### src/hw/rtl/dfgt_pkg.sv
// Shared types and constants of the depth-first graph traversal unit.
package dfgt_pkg;

  localparam int unsigned VtxW   = 4;  // width of a vertex number on the ports
  localparam int unsigned CountW = 5;  // width of the vertex count register
  localparam int unsigned ActW   = 2;

  localparam logic [ActW-1:0] ActAddEdge  = 2'd0;
  localparam logic [ActW-1:0] ActTraverse = 2'd1;
  localparam logic [ActW-1:0] ActClear    = 2'd2;

  localparam logic [CountW-1:0] VertexCountReset = 5'd16;

  typedef enum logic [2:0] {
    StIdle,
    StAddScan,
    StAddCheck,
    StTravOuter,
    StTravTop,
    StTravRead
  } dfgt_state_e;

  // Commands from the controller to the datapath.
  typedef struct packed {
    logic latch_edge;
    logic clear_lists;
    logic add_read;
    logic add_write;
    logic trav_init;
    logic start_next;
    logic push_start;
    logic top_pop;
    logic top_read;
    logic push_found;
  } dfgt_cmd_t;

  // Status from the datapath to the controller.
  typedef struct packed {
    logic edge_out_of_range;
    logic scan_done;
    logic list_full;
    logic scan_match;
    logic start_done;
    logic start_visited;
    logic stack_empty;
    logic top_exhausted;
    logic found_skip;
    logic out_free;
  } dfgt_status_t;

endpackage

### src/hw/rtl/depth_first_graph_traversal_unit.sv
// Top level of the depth-first graph traversal unit.
// Usage: the input channel takes one word per command: add an edge (from_vertex_i to
// to_vertex_i), run a full traversal, or clear all neighbor lists. Each list keeps its
// neighbors in insertion order; an edge already stored, or one with an endpoint at or
// above the vertex count, is dropped. A traversal produces one output word per vertex
// in depth-first order, starting a new walk from each unvisited vertex in index order;
// last_o marks the final word. Add and clear produce no output.
// An add scans the source list one entry per read through the single-port neighbor
// memory, then appends. A traversal fetches every stored neighbor through the same
// port and then checks it. One command is in work at a time; the input is ready again
// once the command finishes. Reset clears all lists and sets the vertex count to 16;
// no clearing pass is needed. When the receiver stalls, a finished word waits in the
// output register and the traversal halts at its next visit until that word is taken.
// The user is to write the vertex count through cfg_we_i/cfg_data_i only while the
// unit is idle; the unit itself does not enforce this.
module depth_first_graph_traversal_unit #(
  parameter int unsigned MAX_VERTICES = 16
) (
  input  logic                           clk_i,
  input  logic                           rst_ni,
  input  logic                           in_valid_i,
  output logic                           in_ready_o,
  input  logic [dfgt_pkg::ActW-1:0]      action_i,
  input  logic [dfgt_pkg::VtxW-1:0]      from_vertex_i,
  input  logic [dfgt_pkg::VtxW-1:0]      to_vertex_i,
  output logic                           out_valid_o,
  input  logic                           out_ready_i,
  output logic [dfgt_pkg::VtxW-1:0]      visited_vertex_o,
  output logic                           last_o,
  input  logic                           cfg_we_i,
  input  logic [dfgt_pkg::CountW-1:0]    cfg_data_i
);

  dfgt_pkg::dfgt_cmd_t    cmd;
  dfgt_pkg::dfgt_status_t status;

  // The controller sequences each command; the datapath holds all graph state.
  dfgt_ctrl u_ctrl (
    .clk_i      (clk_i),
    .rst_ni     (rst_ni),
    .in_valid_i (in_valid_i),
    .in_ready_o (in_ready_o),
    .action_i   (action_i),
    .status_i   (status),
    .cmd_o      (cmd)
  );

  dfgt_datapath #(
    .MAX_VERTICES (MAX_VERTICES)
  ) u_datapath (
    .clk_i            (clk_i),
    .rst_ni           (rst_ni),
    .from_vertex_i    (from_vertex_i),
    .to_vertex_i      (to_vertex_i),
    .cfg_we_i         (cfg_we_i),
    .cfg_data_i       (cfg_data_i),
    .out_ready_i      (out_ready_i),
    .out_valid_o      (out_valid_o),
    .visited_vertex_o (visited_vertex_o),
    .last_o           (last_o),
    .cmd_i            (cmd),
    .status_o         (status)
  );

endmodule

### src/hw/rtl/dfgt_ctrl.sv
// Controller state machine of the depth-first graph traversal unit.
module dfgt_ctrl (
  input  logic                         clk_i,
  input  logic                         rst_ni,
  input  logic                         in_valid_i,
  output logic                         in_ready_o,
  input  logic [dfgt_pkg::ActW-1:0]    action_i,
  input  dfgt_pkg::dfgt_status_t       status_i,
  output dfgt_pkg::dfgt_cmd_t          cmd_o
);

  dfgt_pkg::dfgt_state_e state_q, state_d;

  always_ff @(posedge clk_i or negedge rst_ni) begin
    if (!rst_ni) begin
      state_q <= dfgt_pkg::StIdle;
    end else begin
      state_q <= state_d;
    end
  end

  always_comb begin
    state_d    = state_q;
    cmd_o      = '0;
    in_ready_o = 1'b0;
    case (state_q)
      dfgt_pkg::StIdle: begin
        in_ready_o = 1'b1;
        if (in_valid_i) begin
          case (action_i)
            dfgt_pkg::ActAddEdge: begin
              cmd_o.latch_edge = 1'b1;
              state_d          = dfgt_pkg::StAddScan;
            end
            dfgt_pkg::ActTraverse: begin
              cmd_o.trav_init = 1'b1;
              state_d         = dfgt_pkg::StTravOuter;
            end
            dfgt_pkg::ActClear: begin
              cmd_o.clear_lists = 1'b1;
            end
            default: begin
            end
          endcase
        end
      end
      dfgt_pkg::StAddScan: begin
        if (status_i.edge_out_of_range) begin
          state_d = dfgt_pkg::StIdle;
        end else if (status_i.scan_done) begin
          // Reached the end of the list without a match: append.
          cmd_o.add_write = !status_i.list_full;
          state_d         = dfgt_pkg::StIdle;
        end else begin
          cmd_o.add_read = 1'b1;
          state_d        = dfgt_pkg::StAddCheck;
        end
      end
      dfgt_pkg::StAddCheck: begin
        state_d = status_i.scan_match ? dfgt_pkg::StIdle : dfgt_pkg::StAddScan;
      end
      dfgt_pkg::StTravOuter: begin
        if (status_i.start_done) begin
          state_d = dfgt_pkg::StIdle;
        end else if (status_i.start_visited) begin
          cmd_o.start_next = 1'b1;
        end else if (status_i.out_free) begin
          cmd_o.push_start = 1'b1;
          state_d          = dfgt_pkg::StTravTop;
        end
      end
      dfgt_pkg::StTravTop: begin
        if (status_i.stack_empty) begin
          cmd_o.start_next = 1'b1;
          state_d          = dfgt_pkg::StTravOuter;
        end else if (status_i.top_exhausted) begin
          cmd_o.top_pop = 1'b1;
        end else begin
          cmd_o.top_read = 1'b1;
          state_d        = dfgt_pkg::StTravRead;
        end
      end
      dfgt_pkg::StTravRead: begin
        if (status_i.found_skip) begin
          state_d = dfgt_pkg::StTravTop;
        end else if (status_i.out_free) begin
          cmd_o.push_found = 1'b1;
          state_d          = dfgt_pkg::StTravTop;
        end
      end
      default: begin
        state_d = dfgt_pkg::StIdle;
      end
    endcase
  end

endmodule

### src/hw/rtl/dfgt_datapath.sv
// Datapath: neighbor memory, list lengths, visited marks, walk stack and output register.
module dfgt_datapath #(
  parameter int unsigned MAX_VERTICES = 16
) (
  input  logic                           clk_i,
  input  logic                           rst_ni,
  input  logic [dfgt_pkg::VtxW-1:0]      from_vertex_i,
  input  logic [dfgt_pkg::VtxW-1:0]      to_vertex_i,
  input  logic                           cfg_we_i,
  input  logic [dfgt_pkg::CountW-1:0]    cfg_data_i,
  input  logic                           out_ready_i,
  output logic                           out_valid_o,
  output logic [dfgt_pkg::VtxW-1:0]      visited_vertex_o,
  output logic                           last_o,
  input  dfgt_pkg::dfgt_cmd_t            cmd_i,
  output dfgt_pkg::dfgt_status_t         status_o
);

  // Vertices that can ever be in use: bounded by the parameter and by the 4-bit fields.
  localparam int unsigned NumV  = (MAX_VERTICES < 16) ? MAX_VERTICES : 16;
  localparam int unsigned VIW   = $clog2(NumV);
  localparam int unsigned Rows  = 1 << VIW;
  localparam int unsigned CW    = $clog2(NumV + 1);
  localparam int unsigned AW    = 2 * VIW;
  localparam logic [dfgt_pkg::CountW-1:0] NumVCount = dfgt_pkg::CountW'(NumV);
  localparam logic [CW-1:0] ListMax = CW'(NumV);

  logic [dfgt_pkg::CountW-1:0] vertex_count_q;
  logic [dfgt_pkg::CountW-1:0] n_eff;

  logic [dfgt_pkg::VtxW-1:0]   src_q, dst_q;
  logic [CW-1:0]               scan_k_q;

  logic [dfgt_pkg::VtxW-1:0]   mem [Rows*Rows];
  logic [dfgt_pkg::VtxW-1:0]   rdata_q;
  logic [AW-1:0]               mem_addr;

  logic [CW-1:0]               counts_q [Rows];
  logic [Rows-1:0]             visited_q;

  logic [VIW-1:0]              stack_v_q   [Rows];
  logic [CW-1:0]               stack_pos_q [Rows];
  logic [CW-1:0]               sp_q;
  logic [CW-1:0]               top_cnt;
  logic [VIW-1:0]              top_idx;
  logic [VIW-1:0]              top_v;
  logic [CW-1:0]               top_k;

  logic [dfgt_pkg::CountW-1:0] start_q;
  logic [dfgt_pkg::CountW-1:0] emitted_q;

  logic                        out_valid_q;
  logic [dfgt_pkg::VtxW-1:0]   out_vertex_q;
  logic                        out_last_q;
  logic                        out_load;
  logic [dfgt_pkg::VtxW-1:0]   out_vertex_d;

  logic [VIW-1:0]              src_idx, start_idx, found_idx;

  assign n_eff     = (vertex_count_q > NumVCount) ? NumVCount : vertex_count_q;
  assign src_idx   = src_q[VIW-1:0];
  assign start_idx = start_q[VIW-1:0];
  assign found_idx = rdata_q[VIW-1:0];

  assign top_cnt = sp_q - CW'(1);
  assign top_idx = top_cnt[VIW-1:0];
  assign top_v   = stack_v_q[top_idx];
  assign top_k   = stack_pos_q[top_idx];

  // Configuration register.
  always_ff @(posedge clk_i or negedge rst_ni) begin
    if (!rst_ni) begin
      vertex_count_q <= dfgt_pkg::VertexCountReset;
    end else if (cfg_we_i) begin
      vertex_count_q <= cfg_data_i;
    end
  end

  // Edge being added and the scan position along its source list.
  always_ff @(posedge clk_i) begin
    if (cmd_i.latch_edge) begin
      src_q    <= from_vertex_i;
      dst_q    <= to_vertex_i;
      scan_k_q <= '0;
    end else if (cmd_i.add_read) begin
      scan_k_q <= scan_k_q + CW'(1);
    end
  end

  // Neighbor memory: one port, registered read.
  always_comb begin
    if (cmd_i.add_read || cmd_i.add_write) begin
      mem_addr = {src_idx, scan_k_q[VIW-1:0]};
    end else begin
      mem_addr = {top_v, top_k[VIW-1:0]};
    end
  end

  always_ff @(posedge clk_i) begin
    if (cmd_i.add_write) begin
      mem[mem_addr] <= dst_q;
    end
    if (cmd_i.add_read || cmd_i.top_read) begin
      rdata_q <= mem[mem_addr];
    end
  end

  // List lengths.
  always_ff @(posedge clk_i or negedge rst_ni) begin
    if (!rst_ni) begin
      counts_q <= '{default: '0};
    end else if (cmd_i.clear_lists) begin
      counts_q <= '{default: '0};
    end else if (cmd_i.add_write) begin
      counts_q[src_idx] <= counts_q[src_idx] + CW'(1);
    end
  end

  // Visited marks, outer start vertex and emitted count.
  always_ff @(posedge clk_i or negedge rst_ni) begin
    if (!rst_ni) begin
      visited_q <= '0;
      start_q   <= '0;
      emitted_q <= '0;
      sp_q      <= '0;
    end else begin
      if (cmd_i.trav_init) begin
        visited_q <= '0;
        start_q   <= '0;
        emitted_q <= '0;
        sp_q      <= '0;
      end
      if (cmd_i.start_next) begin
        start_q <= start_q + dfgt_pkg::CountW'(1);
      end
      if (cmd_i.push_start) begin
        visited_q[start_idx] <= 1'b1;
        emitted_q            <= emitted_q + dfgt_pkg::CountW'(1);
        sp_q                 <= CW'(1);
      end
      if (cmd_i.push_found) begin
        visited_q[found_idx] <= 1'b1;
        emitted_q            <= emitted_q + dfgt_pkg::CountW'(1);
        sp_q                 <= sp_q + CW'(1);
      end
      if (cmd_i.top_pop) begin
        sp_q <= top_cnt;
      end
    end
  end

  // Walk stack entries.
  always_ff @(posedge clk_i) begin
    if (cmd_i.push_start) begin
      stack_v_q[0]   <= start_idx;
      stack_pos_q[0] <= '0;
    end
    if (cmd_i.push_found) begin
      stack_v_q[sp_q[VIW-1:0]]   <= found_idx;
      stack_pos_q[sp_q[VIW-1:0]] <= '0;
    end
    if (cmd_i.top_read) begin
      stack_pos_q[top_idx] <= top_k + CW'(1);
    end
  end

  // Output register. Every vertex below the count is visited exactly once,
  // so the final word is the one that brings the emitted count up to it.
  assign out_load     = cmd_i.push_start || cmd_i.push_found;
  assign out_vertex_d = cmd_i.push_start ? start_q[dfgt_pkg::VtxW-1:0] : rdata_q;

  always_ff @(posedge clk_i or negedge rst_ni) begin
    if (!rst_ni) begin
      out_valid_q <= 1'b0;
    end else if (out_load) begin
      out_valid_q <= 1'b1;
    end else if (out_ready_i) begin
      out_valid_q <= 1'b0;
    end
  end

  always_ff @(posedge clk_i) begin
    if (out_load) begin
      out_vertex_q <= out_vertex_d;
      out_last_q   <= (emitted_q + dfgt_pkg::CountW'(1)) == n_eff;
    end
  end

  assign out_valid_o      = out_valid_q;
  assign visited_vertex_o = out_vertex_q;
  assign last_o           = out_last_q;

  always_comb begin
    status_o.edge_out_of_range = ({1'b0, src_q} >= n_eff) || ({1'b0, dst_q} >= n_eff);
    status_o.scan_done         = scan_k_q == counts_q[src_idx];
    status_o.list_full         = counts_q[src_idx] == ListMax;
    status_o.scan_match        = rdata_q == dst_q;
    status_o.start_done        = start_q == n_eff;
    status_o.start_visited     = visited_q[start_idx];
    status_o.stack_empty       = sp_q == '0;
    status_o.top_exhausted     = top_k >= counts_q[top_v];
    status_o.found_skip        = ({1'b0, rdata_q} >= n_eff) || visited_q[found_idx];
    status_o.out_free          = !out_valid_q || out_ready_i;
  end

endmodule

### config.mk
export PLATFORM = sky130hd
export DESIGN_NAME = depth_first_graph_traversal_unit
export DESIGN_NICKNAME = d
export VERILOG_FILES = /design/src/hw/rtl/dfgt_pkg.sv /design/src/hw/rtl/depth_first_graph_traversal_unit.sv /design/src/hw/rtl/dfgt_ctrl.sv /design/src/hw/rtl/dfgt_datapath.sv
export SDC_FILE = /design/constraint.sdc
export NUM_CORES = 2
export LEC_CHECK = 0
export BUFFER_PORTS_ARGS = -buffer_cell sky130_fd_sc_hd__buf_4
export CORE_ASPECT_RATIO = 1.5
export CORE_UTILIZATION = 30
export CTS_CLUSTER_SIZE = 20
export DETAILED_ROUTE_END_ITERATION = 16
export PLACE_DENSITY = 0.45
export SLEW_MARGIN = 30
export SYNTH_ARGS = -nofsm -noshare
export SYNTH_HDL_FRONTEND = slang
export SYNTH_SLANG_ARGS = --single-unit
export TNS_END_PERCENT = 50
### constraint.sdc
create_clock -name clk_i -period 12.1 [get_ports clk_i]
set_input_delay 1.21 -clock clk_i [delete_from_list [all_inputs] [get_ports clk_i]]
set_output_delay 1.21 -clock clk_i [all_outputs]
set_load 0.005 [all_outputs]
; Yosys cells after proc, flatten, opt, wreduce, memory -nomap -nowiden
; Memory sizes are Yosys's and may differ from the RTL's. A register that Yosys moved wholly into a read port is not among the register bits.
; Cells that the tools add are included.
[op_classes]
addsub = 7
n_mul = 0
n_div = 0
n_lt_le_gt_ge = 12
n_eq_ne = 16
shift = 0
n_mux = 88
bitwise = 4
reduce_logical = 23
[ops]
columns = cell, n
row1 = $mux 80, 2
row2 = $bwmux 80, 1
row3 = $mux 5, 15
row4 = $mux 16, 3
row5 = $bmux 5 s4, 2
row6 = $mux 1, 35
row7 = $or 16x16->16, 2
row8 = $add 5x1->5 const B, 6
row9 = $mux 3, 8
row10 = $demux 5 s4, 1
row11 = $mux 4, 5
row12 = $pmux 3 s6, 1
row13 = $mux 2, 8
row14 = $eq 5x5->1, 3
row15 = $ge 4x5->1, 3
row16 = $ge 5x5->1 const B, 2
row17 = $lt 4x5->1 const B, 2
row18 = $not 4->5, 2
row19 = $reduce_or 5->1, 2
row20 = $ne 3x3->1 const B, 3
row21 = $bmux 1 s4, 2
row22 = $demux 1 s4, 2
row23 = $ge 4x1->1 const B, 2
row24 = $mux 8, 1
row25 = 25 further kinds, 37
[word_totals]
reg_bits = 138
latch_bits = 0
ram_bits = 1168
mem_bits_ro = 0
input_bits = 20
out_inout_bits = 7
mem_count = 3
[memory_table]
columns = memory, words, word_bits, rd, rd_clocked_by_memory_dff, wr, line
row1 = u_datapath.mem, 256, 4, 1, 1, 1, dfgt_datapath.sv:34  ; logic [dfgt_pkg::VtxW-1:0] mem [Rows*Rows];
row2 = u_datapath.stack_pos_q, 16, 5, 1, 0, 1, dfgt_datapath.sv:42  ; logic [CW-1:0] stack_pos_q [Rows];
row3 = u_datapath.stack_v_q, 16, 4, 1, 0, 1, dfgt_datapath.sv:41  ; logic [VIW-1:0] stack_v_q [Rows];

; Logic depth before layout (Yosys ltp)
; An unclocked memory read counts as a cell.
[depth]
ltp_word = 14
depth_mapped = 35
ltp_nobuf = 23

; Cells and area by module
; From an unflattened synthesis, not the netlist that was laid out.
[unflattened]
hier_cells = 4225
area_unflattened_um2 = 60630.6
[by_module_without_submodules]
columns = module, n_inst, cells_each, area_each_um2, seq_area_each_um2
row1 = dfgt_datapath, 1, 4181, 60262.8, 38613.3
row2 = dfgt_ctrl, 1, 44, 367.9, 75.1

; Worst setup path after synthesis
; No wires, ideal clock.
[synth_timing]
path_type = flip-flop to flip-flop
from = reg u_datapath.sp_q[0]
to = mem u_datapath.stack_pos_q[0][0] (netlist bit) (enable)
setup_ns = 0.374
t_arrival_ns = 7.643
t_required_ns = 11.726
slack_ns = 4.083
stages_incl_launch_ff = 33
synth_period_minus_slack_ns = 8.017
cell_sequence = dfrtp_1 buf_2 buf_2 buf_2 buf_2 clkbuf_1 inv_1 ha_1 clkbuf_1 clkbuf_1 clkbuf_1 mux4_2 mux4_2 buf_2 buf_2 buf_1 mux2i_1 nand2_1 o211ai_1 o21ai_0 nand2_1 o21ai_0 ha_1 nand2b_1 a21oi_1 nor2b_1 o21ai_0 nand2b_1 a21oi_1 nand2_1 clkbuf_1 o211a_1 nor3_1
[synth_via]
elab_chain_cells = 14
elab_cells_between_ends = 18
[synth_lines]
columns = element, line
row1 = "start, declared", dfgt_datapath.sv:43  ; logic [CW-1:0] sp_q;
row2 = "start signal, assigned", dfgt_datapath.sv:144  ; sp_q <= sp_q + CW'(1);
row3 = "start signal, assigned", dfgt_datapath.sv:147  ; sp_q <= top_cnt;
row4 = $sub 5x1->5, dfgt_datapath.sv:65  ; assign top_cnt = sp_q - CW'(1);
row5 = $mem_v2 16x4, n/a
row6 = $not 4->5 (not written as such), dfgt_datapath.sv:201  ; status_o.top_exhausted = top_k >= counts_q[top_v];
row7 = $bmux 5 s4, dfgt_datapath.sv:201
row8 = $mux 5 (not written as such) (2 in series), dfgt_datapath.sv:201
row9 = $ge 5x5->1, dfgt_datapath.sv:201
row10 = $mux 1, dfgt_ctrl.sv:76  ; end else if (status_i.top_exhausted) begin
row11 = $mux 2, dfgt_ctrl.sv:73  ; if (status_i.stack_empty) begin
row12 = $mux 2, dfgt_ctrl.sv:26  ; case (state_q)
row13 = $mux 1, dfgt_datapath.sv:162  ; if (cmd_i.top_read) begin
row14 = $mux 1 (not written as such), dfgt_datapath.sv:163  ; stack_pos_q[top_idx] <= top_k + CW'(1);
row15 = $reduce_or 5->1 (no line), n/a
row16 = $mux 4 (no line) or $mux 1 (tied branches), n/a
row17 = "end, declared", dfgt_datapath.sv:42
; Parallel ways exist; a longest one is shown, timed or not. The select of a mux whose other input is x is not followed.

; Final worst setup path
[layout_timing]
from = reg u_datapath.sp_q[0]
to = reg u_datapath.rdata_q, in the netlist u_datapath.found_idx[2], read port of u_datapath.mem, data pin
[layout_via]
elab_chain_cells = 11
elab_cells_between_ends = 14
[layout_lines]
columns = element, line
row1 = $sub 5x1->5, dfgt_datapath.sv:65
row2 = $mem_v2 16x4, n/a
row3 = $not 4->5 (not written as such), dfgt_datapath.sv:201
row4 = $bmux 5 s4, dfgt_datapath.sv:201
row5 = $mux 5 (not written as such) (2 in series), dfgt_datapath.sv:201
row6 = $ge 5x5->1, dfgt_datapath.sv:201
row7 = $mux 1, dfgt_ctrl.sv:76
row8 = $mux 2, dfgt_ctrl.sv:73
row9 = $mux 2, dfgt_ctrl.sv:26
row10 = $logic_or 1x1->1, dfgt_datapath.sv:103  ; if (cmd_i.add_read || cmd_i.top_read) begin
row11 = "end, declared", dfgt_datapath.sv:35  ; logic [dfgt_pkg::VtxW-1:0] rdata_q;
; Parallel ways exist; a longest one is shown, timed or not. The select of a mux whose other input is x is not followed.
; A chain may end at the register's enable or synchronous reset.

==> run summary <==
DRC -> 0
die area -> 187000 um2
CP required -> 12.63 ns
Final GP Congestion -> 0.817
Max Clock Skew -> 0.0621 ns
Longest Clk Path Bufs -> 4
DRT iter0 DRCs -> 2495
worst path arrival time -> 8.40 ns
Fin. Hold Viols -> 0
largest net degree at the start of global routing -> 205
clk_lat worst skew -> 0.80 ns
Yosys cell types -> 82
Netlist Area Pre-Place -> 55700 um2
Die Width -> 354 um
# hold bufs at CTS -> 0
Post-Route WL -> 169000 um
total gr overflow -> 0
setup TNS -> 0 ns
Min-Delay Path Depth -> 1
Layout fillers -> 18000
Tot GR Track Use -> 17.8%
post-synthesis async set-or-reset flop share -> 9.16%
status -> completed
Core ar. -> 184000 um2
placement row count -> 193
post-CTS sizing -> 0
Worst Reg2Reg Path Length in Cells -> 17
actual slew at the worst max-slew pin -> 1.08 ns
global-route wire length before repair -> 245000 um
min Tclk post-route -> 7.87 ns
largest fanout on the critical path -> 62
vias in the first global route -> 34600
Mapped Avg Cell Area -> 13.9 um2
vias -> 33400
Mapped Nets -> 4046
share of cells above drive strength 1 -> 10.9%
EDFF count, synth -> 1185
Peak Freq -> 127 MHz
Layout Area Growth over Synthesis -> 12.8%
RSZ-0062 raised after global routing -> no
final worst-path cycle share -> 65.0%
vias per inst -> 5.11
Clock transition at path regs -> 0.06 ns
Post-Synthesis Cells -> 3998
Setup CP Type -> register to register
Crit. End Element -> register
Initial Util -> 30.2%
FF+latch count, synth -> 1310
initial antenna violation count -> 5
placed cells -> 6295
Port Buffer Count -> 26
sequential share of the synthesized area -> 69.4%
dominant synthesized flop cell -> edfxtp_1
CTS sink cnt -> 1310
CTS Buf Count -> 140
most common cell after layout, fill and taps aside -> edfxtp_1
Synth warnings -> 0
CTS tree -> done
I/O Pins -> 27
Nets -> 4050
Wirelength per Cell -> 25.9 um
min-delay worst type -> register to register
Post-CTS Setup Repair Bufs -> 0
Initial DRT Pass Iterations -> 7
Final Max Slew Viols -> 0
Worst Setup Start Kind -> register
Worst slew margin -> 27.3%
setup slack, reg-to-reg -> 4.23 ns
commonest cells after routing, fill and taps aside -> 1185 x edfxtp_1, 484 x nand2_1, 372 x mux2i_1, 344 x nor2_1, 257 x nand3_1
maxcap violations -> 0
final setup fails -> 0
Die H -> 530 um
final std cells w/o fill -> 6538
DP HPWL -> 106000 um
CTS root buf -> clkbuf_16
Final ANT Viol Nets -> 0
htree depth -> 4
[path summary, 6_finish.rpt]
kind	end	start
max	u_datapath.found_idx[2]$_DFFE_PP_	u_datapath.sp_q[0]$_DFFE_PN0P_
min in group asynchronous	u_datapath.visited_q[1]$_DFF_PN0_	rst_ni
max reg2reg	u_datapath.found_idx[2]$_DFFE_PP_	u_datapath.sp_q[0]$_DFFE_PN0P_
min reg2reg	u_datapath.sp_q[4]$_DFFE_PN0P_	u_datapath.sp_q[4]$_DFFE_PN0P_
max in group asynchronous	u_datapath.counts_q[27]$_DFFE_PN0P_	rst_ni
min	u_datapath.sp_q[4]$_DFFE_PN0P_	u_datapath.sp_q[4]$_DFFE_PN0P_
[final cells by class]
cell class / instances / area [um2] / share of cell area (%)
clock buffers: 171 / 3710 / 5.91
clock inverters: 64 / 417 / 0.663
well taps: 2437 / 3050 / 4.85
diodes: 6 / 15.0 / 0.0239
flip-flops and latches: 1310 / 38700 / 61.5
inverters: 31 / 116 / 0.185
multi-input cells: 2392 / 15700 / 25.0
repair buffers: 127 / 1120 / 1.78
[logic make-up after synthesis]
kind of cell,synth area share (%)
buffers and inverters,2.63
DFF,69.4
AOI/OAI and AO/OA,7.06
xor gates and xnor gates,0.532
adders and majority gates,0.629
muxes,9.78
and+or+nand+nor,9.94
[routing by layer]
| metal | vias to the layer above | routed length, um | share of wire [%] | global-route usage (%) |
|---|---|---|---|---|
| li1 | 15200 | - | - | - |
| met1 | 17200 | 66500 | 39 | 20.7 |
| met2 | 743 | 90800 | 54 | 33.3 |
| met3 | 277 | 5900 | 3.5 | 2.04 |
| met4 | 2 | 6040 | 3.6 | 6.55 |
| met5 | - | 19 | 0.011 | 0 |
[critical path, stage by stage, from the launching register on]
cell and delay (ns):
dfrtp_2 0.77, inv_1 0.25, ha_1 0.91, buf_4 0.45, mux4_2 0.37, mux2i_1 0.31
nand2_1 0.09, o21ai_1 0.12, buf_4 0.26, o21bai_1 0.19, nor4_4 0.11, nor4_4 0.31
buf_4 0.65, buf_4 0.76, a311oi_1 0.27, o41ai_1 0.54, nand4_1 0.69, and4_1 0.49
[sequential cells by signal, indices dropped and copies added (netlist names)]
name	flops
u_ctrl.state_q	3
u_datapath.counts_q	80
u_datapath.dst_q	4
u_datapath.emitted_q	5
u_datapath.found_idx	4
u_datapath.last_o	1
u_datapath.mem	1024
u_datapath.out_valid_o	1
u_datapath.scan_k_q	5
u_datapath.sp_q	5
u_datapath.src_idx	4
u_datapath.stack_pos_q	80
u_datapath.stack_v_q	64
u_datapath.start_q	5
u_datapath.vertex_count_q	5
u_datapath.visited_q	16
u_datapath.visited_vertex_o	4
[cells in the mapped netlist (all sizes together) (6+ instances only)]
master,instances,area [um2]
a21oi,96,480
ha,28,350
o41ai,26,235
o21a,6,45.0
mux2i,376,3770
o31ai,6,50.1
nor4,26,184
o21ai,129,657
inv,31,116
xor2,11,96.3
dfrtp,119,2980
nor3,32,160
nor2,346,1300
a211oi,22,165
a221oi,28,245
nand2,493,1860
or4,8,60.1
or2,6,37.5
edfxtp,1185,35600
o211ai,31,251
mux4,57,1280
a32oi,12,105
xnor2,22,200
buf,151,918
mux2,35,398
o22ai,132,826
nand4,24,150
and2,7,43.8
clkbuf,114,428
o22a,8,70.1
nand2b,16,100
and3,16,100
nand3,258,1290
nor2b,17,106
a21o,6,45.0
a31oi,27,169
a22oi,24,180
[metrics by stage]
step           worst slack (ns)  instance area [um2]  utilization [%]  hold WS (ns)
6_report                   4.23                62900             34.1         0.482
5_1_grt                    3.69                62900             34.1         0.502
3_5_place_dp               4.11                58700             31.8         0.470
4_1_cts                    4.09                62800             34.0         0.478
2_1_floorplan              4.08                55700                -         0.439
3_3_place_gp               3.00                58500             31.7         0.467
Power is left out: the tool's default activity adds up to more than one toggle a clock period on the data nets, which glitch-free logic cannot reach.
